## src/rtl/rpq_pkg.sv

```systemverilog
// rpq_pkg: shared constants, codes and controller/datapath interface types
// for the ring priority queue. No dependencies.
`timescale 1ns / 1ps

package rpq_pkg;

    localparam int DEFAULT_DEPTH = 16;
    localparam int PRIO_W        = 4;
    localparam int DATA_W        = 32;
    localparam int STS_W         = 2;
    localparam int ENT_W         = PRIO_W + DATA_W;

    localparam logic OP_INSERT = 1'b0;
    localparam logic OP_REMOVE = 1'b1;

    localparam logic [STS_W-1:0] STS_OK    = 2'd0;
    localparam logic [STS_W-1:0] STS_FULL  = 2'd1;
    localparam logic [STS_W-1:0] STS_EMPTY = 2'd2;

    typedef struct packed {
        logic insert;
        logic remove_empty;
        logic remove_start;
        logic scan;
        logic shift_rd;
        logic shift_wr;
        logic finish;
        logic load_out;
    } cmd_t;

    typedef struct packed {
        logic empty;
        logic scan_done;
        logic shift_done;
    } sts_t;

endpackage

```

## src/rtl/rpq_ctrl.sv

```systemverilog
// rpq_ctrl: sequencer for insert, scan, shift and result hand-off.
// Depends on rpq_pkg (cmd_t, sts_t, operation codes).
`timescale 1ns / 1ps

module rpq_ctrl (
    input  logic          aclk,
    input  logic          aresetn,
    input  logic          accept,
    input  logic          op,
    input  logic          out_free,
    input  rpq_pkg::sts_t sts,
    output rpq_pkg::cmd_t cmd,
    output logic          in_ready
);

    typedef enum logic [4:0] {
        ST_IDLE     = 5'b00001,
        ST_SCAN     = 5'b00010,
        ST_SHIFT_RD = 5'b00100,
        ST_SHIFT_WR = 5'b01000,
        ST_RESP     = 5'b10000
    } state_t;

    state_t state_reg, state_next;

    always_ff @(posedge aclk) begin
        if (!aresetn) begin
            state_reg <= ST_IDLE;
        end else begin
            state_reg <= state_next;
        end
    end

    assign in_ready = (state_reg == ST_IDLE);

    always_comb begin
        state_next = state_reg;
        cmd        = '0;
        case (state_reg)
            ST_IDLE: begin
                if (accept) begin
                    if (op == rpq_pkg::OP_INSERT) begin
                        cmd.insert = 1'b1;
                        state_next = ST_RESP;
                    end else if (sts.empty) begin
                        cmd.remove_empty = 1'b1;
                        state_next       = ST_RESP;
                    end else begin
                        cmd.remove_start = 1'b1;
                        state_next       = ST_SCAN;
                    end
                end
            end
            ST_SCAN: begin
                cmd.scan = 1'b1;
                if (sts.scan_done) begin
                    state_next = ST_SHIFT_RD;
                end
            end
            ST_SHIFT_RD: begin
                if (sts.shift_done) begin
                    cmd.finish = 1'b1;
                    state_next = ST_RESP;
                end else begin
                    cmd.shift_rd = 1'b1;
                    state_next   = ST_SHIFT_WR;
                end
            end
            ST_SHIFT_WR: begin
                cmd.shift_wr = 1'b1;
                state_next   = ST_SHIFT_RD;
            end
            ST_RESP: begin
                if (out_free) begin
                    cmd.load_out = 1'b1;
                    state_next   = ST_IDLE;
                end
            end
            default: begin
                state_next = ST_IDLE;
            end
        endcase
    end

endmodule

```

## src/rtl/rpq_dpath.sv

```systemverilog
// rpq_dpath: entry store, ring indices, fill count, priority scan and gap shift.
// Depends on rpq_pkg (cmd_t, sts_t, widths, status codes).
`timescale 1ns / 1ps

module rpq_dpath #(
    parameter int DEPTH = rpq_pkg::DEFAULT_DEPTH
) (
    input  logic                        aclk,
    input  logic                        aresetn,
    input  rpq_pkg::cmd_t               cmd,
    output rpq_pkg::sts_t               sts,
    input  logic [rpq_pkg::PRIO_W-1:0]  in_prio,
    input  logic [rpq_pkg::DATA_W-1:0]  in_payload,
    output logic [rpq_pkg::STS_W-1:0]   res_status,
    output logic [rpq_pkg::PRIO_W-1:0]  res_prio,
    output logic [rpq_pkg::DATA_W-1:0]  res_payload
);

    localparam int IDX_W = (DEPTH > 1) ? $clog2(DEPTH) : 1;
    localparam int CNT_W = $clog2(DEPTH + 1);
    localparam logic [IDX_W:0]   DEPTH_I = (IDX_W + 1)'(DEPTH);
    localparam logic [CNT_W-1:0] DEPTH_C = CNT_W'(DEPTH);

    function automatic logic [IDX_W-1:0] ring_add(input logic [IDX_W-1:0] a,
                                                  input logic [IDX_W-1:0] b);
        logic [IDX_W:0] s;
        s = {1'b0, a} + {1'b0, b};
        if (s >= DEPTH_I) begin
            s = s - DEPTH_I;
        end
        return s[IDX_W-1:0];
    endfunction

    logic [rpq_pkg::ENT_W-1:0] mem [DEPTH];
    logic [rpq_pkg::ENT_W-1:0] rdata_reg;

    logic [IDX_W-1:0]          head_reg, head_next;
    logic [IDX_W-1:0]          tail_reg, tail_next;
    logic [CNT_W-1:0]          count_reg, count_next;
    logic [CNT_W-1:0]          rd_off_reg, rd_off_next;
    logic                      rvalid_reg, rvalid_next;
    logic [IDX_W-1:0]          roff_reg, roff_next;
    logic [IDX_W-1:0]          best_off_reg, best_off_next;
    logic [rpq_pkg::PRIO_W-1:0] best_prio_reg, best_prio_next;
    logic [rpq_pkg::DATA_W-1:0] best_payload_reg, best_payload_next;
    logic [rpq_pkg::STS_W-1:0]  status_reg, status_next;

    logic                      mem_we;
    logic [IDX_W-1:0]          mem_waddr;
    logic [rpq_pkg::ENT_W-1:0] mem_wdata;
    logic                      mem_rd;
    logic [IDX_W-1:0]          mem_raddr;

    logic                       full;
    logic [rpq_pkg::PRIO_W-1:0] rd_prio;

    assign full    = (count_reg == DEPTH_C);
    assign rd_prio = rdata_reg[rpq_pkg::DATA_W +: rpq_pkg::PRIO_W];

    assign sts.empty      = (count_reg == '0);
    assign sts.scan_done  = (rd_off_reg == count_reg) && !rvalid_reg;
    assign sts.shift_done = (best_off_reg == '0);

    assign res_status  = status_reg;
    assign res_prio    = best_prio_reg;
    assign res_payload = best_payload_reg;

    always_comb begin
        head_next         = head_reg;
        tail_next         = tail_reg;
        count_next        = count_reg;
        rd_off_next       = rd_off_reg;
        rvalid_next       = 1'b0;
        roff_next         = roff_reg;
        best_off_next     = best_off_reg;
        best_prio_next    = best_prio_reg;
        best_payload_next = best_payload_reg;
        status_next       = status_reg;
        mem_we            = 1'b0;
        mem_waddr         = tail_reg;
        mem_wdata         = rdata_reg;
        mem_rd            = 1'b0;
        mem_raddr         = head_reg;

        if (cmd.insert) begin
            best_prio_next    = '0;
            best_payload_next = '0;
            if (full) begin
                status_next = rpq_pkg::STS_FULL;
            end else begin
                status_next = rpq_pkg::STS_OK;
                mem_we      = 1'b1;
                mem_waddr   = tail_reg;
                mem_wdata   = {in_prio, in_payload};
                tail_next   = ring_add(tail_reg, IDX_W'(1));
                count_next  = count_reg + CNT_W'(1);
            end
        end

        if (cmd.remove_empty) begin
            status_next       = rpq_pkg::STS_EMPTY;
            best_prio_next    = '0;
            best_payload_next = '0;
        end

        if (cmd.remove_start) begin
            status_next   = rpq_pkg::STS_OK;
            rd_off_next   = '0;
            best_off_next = '0;
        end

        if (cmd.scan) begin
            if (rd_off_reg < count_reg) begin
                mem_rd      = 1'b1;
                mem_raddr   = ring_add(head_reg, rd_off_reg[IDX_W-1:0]);
                rvalid_next = 1'b1;
                roff_next   = rd_off_reg[IDX_W-1:0];
                rd_off_next = rd_off_reg + CNT_W'(1);
            end
            if (rvalid_reg && ((roff_reg == '0) || (rd_prio < best_prio_reg))) begin
                best_prio_next    = rd_prio;
                best_payload_next = rdata_reg[rpq_pkg::DATA_W-1:0];
                best_off_next     = roff_reg;
            end
        end

        if (cmd.shift_rd) begin
            mem_rd    = 1'b1;
            mem_raddr = ring_add(head_reg, best_off_reg - IDX_W'(1));
        end

        if (cmd.shift_wr) begin
            mem_we        = 1'b1;
            mem_waddr     = ring_add(head_reg, best_off_reg);
            mem_wdata     = rdata_reg;
            best_off_next = best_off_reg - IDX_W'(1);
        end

        if (cmd.finish) begin
            head_next  = ring_add(head_reg, IDX_W'(1));
            count_next = count_reg - CNT_W'(1);
        end
    end

    always_ff @(posedge aclk) begin
        if (mem_we) begin
            mem[mem_waddr] <= mem_wdata;
        end
        if (mem_rd) begin
            rdata_reg <= mem[mem_raddr];
        end
    end

    always_ff @(posedge aclk) begin
        if (!aresetn) begin
            head_reg   <= '0;
            tail_reg   <= '0;
            count_reg  <= '0;
            rd_off_reg <= '0;
            rvalid_reg <= 1'b0;
        end else begin
            head_reg   <= head_next;
            tail_reg   <= tail_next;
            count_reg  <= count_next;
            rd_off_reg <= rd_off_next;
            rvalid_reg <= rvalid_next;
        end
    end

    always_ff @(posedge aclk) begin
        roff_reg         <= roff_next;
        best_off_reg     <= best_off_next;
        best_prio_reg    <= best_prio_next;
        best_payload_reg <= best_payload_next;
        status_reg       <= status_next;
    end

    a_count_bound: assert property (@(posedge aclk) disable iff (!aresetn)
        count_reg <= DEPTH_C)
        else $error("fill count beyond depth");

    a_ring_consistent: assert property (@(posedge aclk) disable iff (!aresetn)
        full ? (tail_reg == head_reg)
             : (tail_reg == ring_add(head_reg, count_reg[IDX_W-1:0])))
        else $error("tail does not match head plus count");

    a_insert_grows: assert property (@(posedge aclk) disable iff (!aresetn)
        (cmd.insert && !full) |=> (count_reg == $past(count_reg) + CNT_W'(1)))
        else $error("insert did not add an entry");

    a_remove_shrinks: assert property (@(posedge aclk) disable iff (!aresetn)
        cmd.finish |=> (count_reg == $past(count_reg) - CNT_W'(1)))
        else $error("remove did not drop an entry");

endmodule

```

## src/rtl/ring_priority_queue.sv

```systemverilog
// ring_priority_queue: top level, joins controller, datapath and result register.
// Depends on rpq_pkg, rpq_ctrl, rpq_dpath.
`timescale 1ns / 1ps

// Bounded priority queue of DEPTH entries in a single ring memory. One beat in
// gives one beat out. An insert (or a full/empty report) goes from acceptance
// to the result state and then to the output register. A remove on n held
// entries whose winner sits k places behind the head makes one memory read
// per entry for the priority scan, then a read and a write for each of the k
// entries ahead of the winner for the gap shift, with every read through the
// memory's single read port. The input takes a new beat once the previous result has moved to the output register.

module ring_priority_queue #(
    parameter int DEPTH = rpq_pkg::DEFAULT_DEPTH
) (
    input  logic                              aclk,
    input  logic                              aresetn,
    input  logic                              s_valid,
    output logic                              s_ready,
    input  logic                              s_operation,
    input  logic        [rpq_pkg::PRIO_W-1:0] s_priority_req,
    input  logic signed [rpq_pkg::DATA_W-1:0] s_payload,
    output logic                              m_valid,
    input  logic                              m_ready,
    output logic        [rpq_pkg::STS_W-1:0]  m_status,
    output logic        [rpq_pkg::PRIO_W-1:0] m_out_priority,
    output logic signed [rpq_pkg::DATA_W-1:0] m_out_payload
);

    rpq_pkg::cmd_t cmd;
    rpq_pkg::sts_t sts;

    logic                       accept;
    logic                       out_free;
    logic [rpq_pkg::STS_W-1:0]  res_status;
    logic [rpq_pkg::PRIO_W-1:0] res_prio;
    logic [rpq_pkg::DATA_W-1:0] res_payload;

    logic                       m_valid_reg, m_valid_next;
    logic [rpq_pkg::STS_W-1:0]  m_status_reg;
    logic [rpq_pkg::PRIO_W-1:0] m_prio_reg;
    logic [rpq_pkg::DATA_W-1:0] m_payload_reg;

    assign accept   = s_valid && s_ready;
    assign out_free = !m_valid_reg || m_ready;

    rpq_ctrl u_ctrl (
        .aclk     (aclk),
        .aresetn  (aresetn),
        .accept   (accept),
        .op       (s_operation),
        .out_free (out_free),
        .sts      (sts),
        .cmd      (cmd),
        .in_ready (s_ready)
    );

    rpq_dpath #(
        .DEPTH (DEPTH)
    ) u_dpath (
        .aclk        (aclk),
        .aresetn     (aresetn),
        .cmd         (cmd),
        .sts         (sts),
        .in_prio     (s_priority_req),
        .in_payload  (s_payload),
        .res_status  (res_status),
        .res_prio    (res_prio),
        .res_payload (res_payload)
    );

    always_comb begin
        m_valid_next = m_valid_reg;
        if (cmd.load_out) begin
            m_valid_next = 1'b1;
        end else if (m_ready) begin
            m_valid_next = 1'b0;
        end
    end

    always_ff @(posedge aclk) begin
        if (!aresetn) begin
            m_valid_reg <= 1'b0;
        end else begin
            m_valid_reg <= m_valid_next;
        end
    end

    always_ff @(posedge aclk) begin
        if (cmd.load_out) begin
            m_status_reg  <= res_status;
            m_prio_reg    <= res_prio;
            m_payload_reg <= res_payload;
        end
    end

    assign m_valid        = m_valid_reg;
    assign m_status       = m_status_reg;
    assign m_out_priority = m_prio_reg;
    assign m_out_payload  = $signed(m_payload_reg);

endmodule

```

## config.mk

```make
export PLATFORM = sky130hd
export DESIGN_NAME = ring_priority_queue
export DESIGN_NICKNAME = d
export VERILOG_FILES = /design/src/rtl/rpq_pkg.sv /design/src/rtl/rpq_ctrl.sv /design/src/rtl/rpq_dpath.sv /design/src/rtl/ring_priority_queue.sv
export SDC_FILE = /design/constraint.sdc
export NUM_CORES = 1
export LEC_CHECK = 0
export BUFFER_PORTS_ARGS = -buffer_cell sky130_fd_sc_hd__buf_2
export CORE_UTILIZATION = 35
export DETAILED_ROUTE_END_ITERATION = 8
export GPL_TIMING_DRIVEN = 0
export HOLD_SLACK_MARGIN = 0.15
export PLACE_DENSITY_LB_ADDON = 0.1
export SETUP_SLACK_MARGIN = 0.2
export SLEW_MARGIN = 15
export SYNTH_ARGS = -nofsm -noshare
export SYNTH_HDL_FRONTEND = slang
export SYNTH_SLANG_ARGS = --single-unit
```

## constraint.sdc

```tcl
create_clock -name aclk -period 4.5 [get_ports aclk]
set_input_delay 0.9 -clock aclk [delete_from_list [all_inputs] [get_ports aclk]]
set_output_delay 0.9 -clock aclk [all_outputs]
set_load 0.03 [all_outputs]
```

==> flow_metrics.env, run 1 <==
export IMPL_status="complete, no violations"
export IMPL_drtIter0Drc=1353
export IMPL_swShare_pct=22.4
export IMPL_intPower_mw=11.7
export IMPL_synth_area_sq_mm=0.0286
export IMPL_post_synth_top_count_cell="edfxtp_1"
export IMPL_async_flop_share_pct=0
export IMPL_ir_drop_uv=232
export IMPL_io_pins=81
export IMPL_crit_chain="inv_1 > ha_1 > or3b_1 > and4b_1 > buf_2 > or4b_1 > and3_1 > buf_6 > buf_2 > clkbuf_1 > nand2_1 > a22oi_1 > a22oi_1 > nand2_1"
export IMPL_timing_final_crit_share_pct=91.0
export IMPL_clkSinkCount=721
export IMPL_tns_ns=0
export IMPL_leakage_nw=13.3
export IMPL_synthCells=2006
export IMPL_hpwlAfterDp_microns=52800
export IMPL_clock_skew_ns=0.0194
export IMPL_cpPeakStageDelay_ns=0.56
export IMPL_nNetsFinal=2267
export IMPL_yosys_top_cells_area="edfxtp_1, a22oi_1, mux2i_1"
export IMPL_power_switching_mw=3.38
export IMPL_synth_fp_nets=2076
export IMPL_yosys_top_cells_count="edfxtp_1, nand2_1, a22oi_1"
export IMPL_syn_area_per_cell_sq_um=14.3
export IMPL_final_antenna_net_count=0
export IMPL_cts_tree="done"
export IMPL_clock_path_buffers=3
export IMPL_io_buffers=80
export IMPL_p_total_mw=15.1
export IMPL_clk_pin_slew_worst_paths_ns=0.06
export IMPL_synth_edf_count=654
export IMPL_cts_root_buf="clkbuf_16"
export IMPL_cp_arrival_ns=4.43
export IMPL_worstPathRequired_ns=4.84
export IMPL_setup_viol=0
export IMPL_drv_cap=0
export IMPL_core_area_sq_mm=0.0808
export IMPL_htreeDepth=3
export IMPL_start_kind="flip-flop"
export IMPL_hp_class="flip-flop to flip-flop"
export IMPL_min_period_ns=4.10
export IMPL_wl_per_cell_microns=24.2
export IMPL_drive_gt1_share_pct=13.8
export IMPL_synth_top_area_share_pct=68.6
export IMPL_grt_antenna_before_repair=0
export IMPL_end_kind="flip-flop"
export IMPL_fp_dieH_microns=288
export IMPL_cts_made_buffers=81
export IMPL_die_width_microns=288
export IMPL_grt_pass1_wl_microns=117000
export IMPL_path_class="flip-flop to flip-flop"
export IMPL_fmax_ghz=0.244
export IMPL_grt_total_usage_pct=19.5
export IMPL_syn2layout_area_growth_pct=17.8
export IMPL_ys_seq_area_share_pct=73.3
export IMPL_drv_slew=0
export IMPL_pwr_share_seq_pct=50.4
export IMPL_finalWorstSetupSlack_ns=0.404
export IMPL_viasPerCell=5.16
export IMPL_yosys_warnings=0
export IMPL_clock_latency_ns=0.62
export IMPL_grt_max_degree=37
export IMPL_place_congestion=0.775
export IMPL_hold_viol=0
export IMPL_rsz0062_at_grt="false"
export IMPL_place_worst_setup_slack_ns=-0.146
export IMPL_clkPwrFrac_pct=43.4
export IMPL_drc=0
export IMPL_initial_utilization_pct=35.4
export IMPL_pwr_share_comb_pct=6.2
export IMPL_largest_register_ffs=576
export IMPL_powerDensity_mw_per_mm2=447
export IMPL_synthDistinctLibCells=55
export IMPL_drt_wl_total_microns=80400
export IMPL_nFillCells=7355
export IMPL_first_global_vias=17500
export IMPL_first_pass_iters=8
export IMPL_vias=17200
export IMPL_rows=104
export IMPL_grt_ovfl_total=0
export IMPL_yosysTopAreaCell="edfxtp_1"
export IMPL_ys_ff_latch=721
export IMPL_n_antenna_cell=0
export IMPL_die_area_sq_mm=0.0830
export IMPL_ys_flop_type="edfxtp_1"
export IMPL_tightest_slew_ns=1.03
export IMPL_cp_slowest_cell="or4b_1"
export IMPL_crit_fanout=10
export IMPL_max_slew_margin_pct=31.7
[path summary, 6_finish.rpt]
| kind | slack, ns | end | cells past startpoint | from |
|---|---|---|---|---|
| worst min register to register | 0.43 | m_out_payload[0]$_DFFE_PP_ | 0 | u_dpath.res_payload[0]$_DFF_P_ |
| worst max-delay path | 0.40 | u_dpath.rdata_reg[4]$_DFFE_PP_ | 14 | u_dpath.best_off_reg[0]$_DFF_P_ |
| worst min-delay path | 0.43 | m_out_payload[0]$_DFFE_PP_ | 0 | u_dpath.res_payload[0]$_DFF_P_ |
| worst max register to register | 0.40 | u_dpath.rdata_reg[4]$_DFFE_PP_ | 14 | u_dpath.best_off_reg[0]$_DFF_P_ |
[placed cells by master, fill, tap and decap left out, types with 6 or more instances in the layout]
master and instances:
clkbuf_1 84, nor3_1 8, nor2_4 16, buf_16 7, nand3_1 43, clkinv_2 12
nor2_1 21, clkbuf_16 86, xor2_1 7, a21oi_1 168, nand2_1 381, clkbuf_8 10
mux2i_1 146, a21o_1 8, buf_2 112, clkbuf_2 15, edfxtp_1 654, inv_1 23
buf_4 6, buf_12 17, and2_1 16, clkinv_1 6, buf_6 12, ha_1 25
dfxtp_1 67, a22oi_1 213, xnor2_1 11, o21ai_0 17
[repair_timing]
item	CTS	global route
pin swaps	0	1
setup endpoints to repair	35	32
buffers inserted	0	2
hold buffers	0	0
resized for setup	15	7
[worst max-delay path: cells and delay by family (launching register included)]
family,cells,cell delay (ns)
buf+inv,5,1.10
simple gates,6,1.78
fa+ha+maj,1,0.17
flops,1,0.34
compound gates,2,0.41
[kinds of logic after synthesis]
family / Yosys count / share of synthesized area [%]
flops: 721 / 73.3
simple gates: 519 / 7.51
compound gates: 430 / 9.80
mux: 148 / 5.18
buf+inv: 141 / 2.32
fa+ha+maj: 29 / 1.37
xor+xnor: 18 / 0.551
[power groups by stage]
stage | logic [mW] | registers, mW | clock network [mW]
floorplan | 0.508 | 7.76 | 0
global placement | 0.889 | 7.74 | 0
detailed placement | 0.947 | 7.74 | 0
CTS | 0.950 | 7.59 | 6.68
global route | 1.03 | 7.60 | 6.91
finish | 0.934 | 7.60 | 6.54
[layout make-up]
type	instances	area [sq um]	share of cell area [%]
buffer	117	596	1.77
multi-input combinational	1144	7140	21.2
clock inverter	24	231	0.686
timing repair buffer	108	963	2.86
tap	1060	1330	3.93
clock buffer	127	2410	7.13
sequential	721	21000	62.2
inverter	24	90.1	0.267
[stage by stage]
step | instance area (sq um) | hold WS [ns] | instances | util [%]
5_1_grt | 33700 | 0.436 | 3325 | 41.7
3_3_place_gp | 30400 | 0.417 | 3146 | 37.6
3_5_place_dp | 31000 | 0.412 | 3172 | 38.4
6_report | 33700 | 0.428 | 3325 | 41.7
2_1_floorplan | 28600 | 0.408 | 2006 | -
4_1_cts | 33700 | 0.428 | 3323 | 41.7
[metal layers]
metal	part of all wire, %	track usage (%)	routed length [microns]	vias up
li1	-	-	-	7968
met1	46	26.8	36600	8655
met2	48	32.2	38500	421
met3	4.4	3.02	3560	112
met4	2.0	4.76	1650	0
met5	0	0	0	-
Power figures use the tool's default switching activity.
==> run 2: changes to the inputs <==
--- a/config.mk
+++ b/config.mk
@@ -5,6 +5,7 @@
 export SDC_FILE = /design/constraint.sdc
 export NUM_CORES = 1
 export LEC_CHECK = 0
+export ABC_AREA = 1
 export BUFFER_PORTS_ARGS = -buffer_cell sky130_fd_sc_hd__buf_2
 export CORE_UTILIZATION = 35
 export DETAILED_ROUTE_END_ITERATION = 8
==> flow_metrics.env, run 2 <==
export IMPL_rsz0062_at_grt="false"
export IMPL_die_area_sq_mm=0.0914
export IMPL_r2r_end="u_dpath.rdata_reg[27]$_DFFE_PP_"
export IMPL_status="complete, no violations"
export IMPL_ys_flop_type="edfxtp_1"
export IMPL_worstRegToRegCells=15
export IMPL_nNetsFinal=3356
export IMPL_synth_edf_count=654
export IMPL_place_area_sq_mm=0.0345
export IMPL_final_antenna_net_count=0
export IMPL_viasPerCell=4.94
export IMPL_final_cell_mix="nand3_1, inv_1, edfxtp_1"
export IMPL_timing_final_crit_share_pct=86.3
export IMPL_fmax_ghz=0.257
export IMPL_finalWorstSetupSlack_ns=0.615
export IMPL_async_flop_share_pct=0
export IMPL_yosysTopAreaCell="edfxtp_1"
export IMPL_nFillCells=8476
export IMPL_holdWs_ns=0.424
export IMPL_fp_dieH_microns=302
export IMPL_yosys_top_cells_area="edfxtp_1, nand3_1, inv_1"
export IMPL_tightest_slew_ns=1.15
export IMPL_dp_cells=4367
export IMPL_syn_area_per_cell_sq_um=10.3
export IMPL_drc=0
export IMPL_end_kind="flip-flop"
export IMPL_hold_viol=0
export IMPL_first_global_vias=21700
export IMPL_leakage_nw=15.6
export IMPL_grt_ovfl_total=0
export IMPL_core_area_sq_mm=0.0889
export IMPL_cts_made_buffers=82
export IMPL_drtIter0Drc=1944
export IMPL_post_synth_top_count_cell="nand3_1"
export IMPL_final_util_pct=41.8
export IMPL_synth_compound_area_share_pct=2.47
export IMPL_tns_ns=0
export IMPL_pwr_share_comb_pct=6.5
export IMPL_wl_per_cell_microns=23.2
export IMPL_crit_fanout=13
export IMPL_grt_max_degree=21
export IMPL_synth_fp_nets=3127
export IMPL_place_congestion=0.818
export IMPL_syn2layout_area_growth_pct=17.8
export IMPL_clk_pin_slew_worst_paths_ns=0.06
export IMPL_clock_latency_ns=0.63
export IMPL_synth_top_family_by_area="simple AND/OR/NAND/NOR gates"
export IMPL_drv_cap=0
export IMPL_setup_viol=0
export IMPL_drt_wl_total_microns=105000
export IMPL_largest_register_ffs=576
export IMPL_regArea_sq_mm=0.0210
export IMPL_r2r_start="u_dpath.count_reg[4]$_SDFFE_PN0P_"
export IMPL_hpwlAfterDp_microns=71700
export IMPL_io_buffers=80
export IMPL_min_period_ns=3.88
export IMPL_grt_antenna_before_repair=1
export IMPL_worstPathRequired_ns=4.88
export IMPL_htreeDepth=3
export IMPL_cp_endpoint="u_dpath.rdata_reg[27]$_DFFE_PP_"
export IMPL_multi_input_area_sq_mm=0.00748
export IMPL_r2r_slack_ns=0.62
export IMPL_intPower_mw=11.7
export IMPL_synthAdderAreaFrac_pct=1.24
export IMPL_hp_class="flip-flop to flip-flop"
export IMPL_grt_pass1_wl_microns=150000
export IMPL_synthDistinctLibCells=46
export IMPL_layout_commonest_cell="nand3_1"
export IMPL_rows=109
export IMPL_clock_skew_ns=0.0171
export IMPL_ys_seq_area_share_pct=66.5
export IMPL_ys_ff_latch=721
export IMPL_yosys_top_cells_count="nand3_1, inv_1, edfxtp_1"
export IMPL_crit_start="u_dpath.count_reg[4]$_SDFFE_PN0P_"
export IMPL_synth_top_area_share_pct=62.2
export IMPL_swShare_pct=22.9
export IMPL_powerDensity_mw_per_mm2=407
export IMPL_p_total_mw=15.1
export IMPL_ctsHoldBuffers=0
export IMPL_yosys_area_share_simple_pct=19.2
export IMPL_initial_utilization_pct=35.5
export IMPL_io_pins=81
export IMPL_yosys_warnings=0
export IMPL_clock_path_buffers=3
export IMPL_grt_total_usage_pct=23.0
export IMPL_ir_drop_uv=257
export IMPL_clkPwrFrac_pct=43.7
export IMPL_power_switching_mw=3.47
export IMPL_drive_gt1_share_pct=12.0
export IMPL_first_pass_iters=7
export IMPL_start_kind="flip-flop"
export IMPL_drv_slew=0
export IMPL_fin_cells=4520
export IMPL_clkSinkCount=721
export IMPL_place_worst_setup_slack_ns=0.0362
export IMPL_vias=22300
export IMPL_synth_mux_area_share_pct=0
export IMPL_cts_tree="done"
export IMPL_die_width_microns=302
export IMPL_cts_root_buf="clkbuf_16"
export IMPL_cp_arrival_ns=4.26
export IMPL_max_slew_margin_pct=23.4
export IMPL_pwr_share_seq_pct=49.8
export IMPL_fin_area_sq_mm=0.0372
export IMPL_synth_xor_area_share_pct=0.333
export IMPL_synthCells=3057
export IMPL_path_class="flip-flop to flip-flop"
export IMPL_synth_area_sq_mm=0.0316
## run 2: cell types whose count changed after synthesis, moves of 82 or more
cell / change
nand2_1: +145
o21ai_0: +82
a22oi_1: -212
mux2i_1: -146
nand3_1: +696
a21oi_1: -143
inv_1: +638
## run 2: worst max-delay path: stages (launching register included)
cell and delay (ns):
dfxtp_1 0.36, inv_1 0.10, ha_1 0.30, nand2_1 0.07, nor2_1 0.15, nand2_1 0.16
nand2_2 0.11, nor2_2 0.04, buf_4 0.18, nand3_1 0.13, nand3_2 0.46, inv_2 0.46
buf_2 0.64, nand3_1 0.18, nand3_1 0.19, nand2_1 0.09
## run 2: cell type report
type	instances	area share (%)
Clock inverter	40	1.01
Sequential cell	721	56.4
Buffer	153	2.03
Antenna cell	2	0.0135
Tap cell	1165	3.92
Multi-Input combinational cell	1516	20.1
Clock buffer	111	6.06
Timing Repair Buffer	145	3.66
Inverter	667	6.76
## run 2: how the worst min path moves through the flow
| stage | endpoint | start | slack (ns) | cells after the start |
|---|---|---|---|---|
| 2_1_floorplan | m_status[0]$_DFFE_PP_ | u_dpath.res_status[0]$_SDFFE_PP0P_ | 0.40 | 0 |
| 3_3_place_gp | m_status[0]$_DFFE_PP_ | u_dpath.res_status[0]$_SDFFE_PP0P_ | 0.41 | 0 |
| 3_5_place_dp | m_out_payload[23]$_DFFE_PP_ | u_dpath.res_payload[23]$_DFF_P_ | 0.42 | 0 |
| 4_1_cts | m_out_payload[25]$_DFFE_PP_ | u_dpath.res_payload[25]$_DFF_P_ | 0.43 | 0 |
| 5_1_grt | m_out_payload[25]$_DFFE_PP_ | u_dpath.res_payload[25]$_DFF_P_ | 0.44 | 0 |
| 6_report | m_out_payload[25]$_DFFE_PP_ | u_dpath.res_payload[25]$_DFF_P_ | 0.42 | 0 |
## run 2: power by group through the flow
stage                     clock network (mW)  logic [mW]  registers (mW)
after floorplan                            0       0.490            7.72
after global placement                     0       0.883            7.70
final                                   6.61       0.982            7.54
after global routing                    7.00        1.08            7.55
after detailed placement                   0       0.990            7.68
after CTS                               6.73       0.995            7.54
## run 2: layer usage
layer | part of all wire (%) | vias up | global-route usage, %
met5 | 0 | - | 0
met4 | 2.1 | 0 | 6.40
met3 | 6.1 | 147 | 2.93
met2 | 48 | 772 | 38.8
met1 | 43 | 10900 | 31.1
li1 | - | 10600 | -
## run 2: repair_timing
action                                  CTS  global route
resized for setup                         0             1
setup buffers                             0             0
endpoints found under the setup margin    0           140
## run 2: kinds of logic after synthesis
logic type	after synthesis
fa+ha+maj	29
flops	721
buf+inv	820
simple gates	1333
xor+xnor	12
compound gates	142
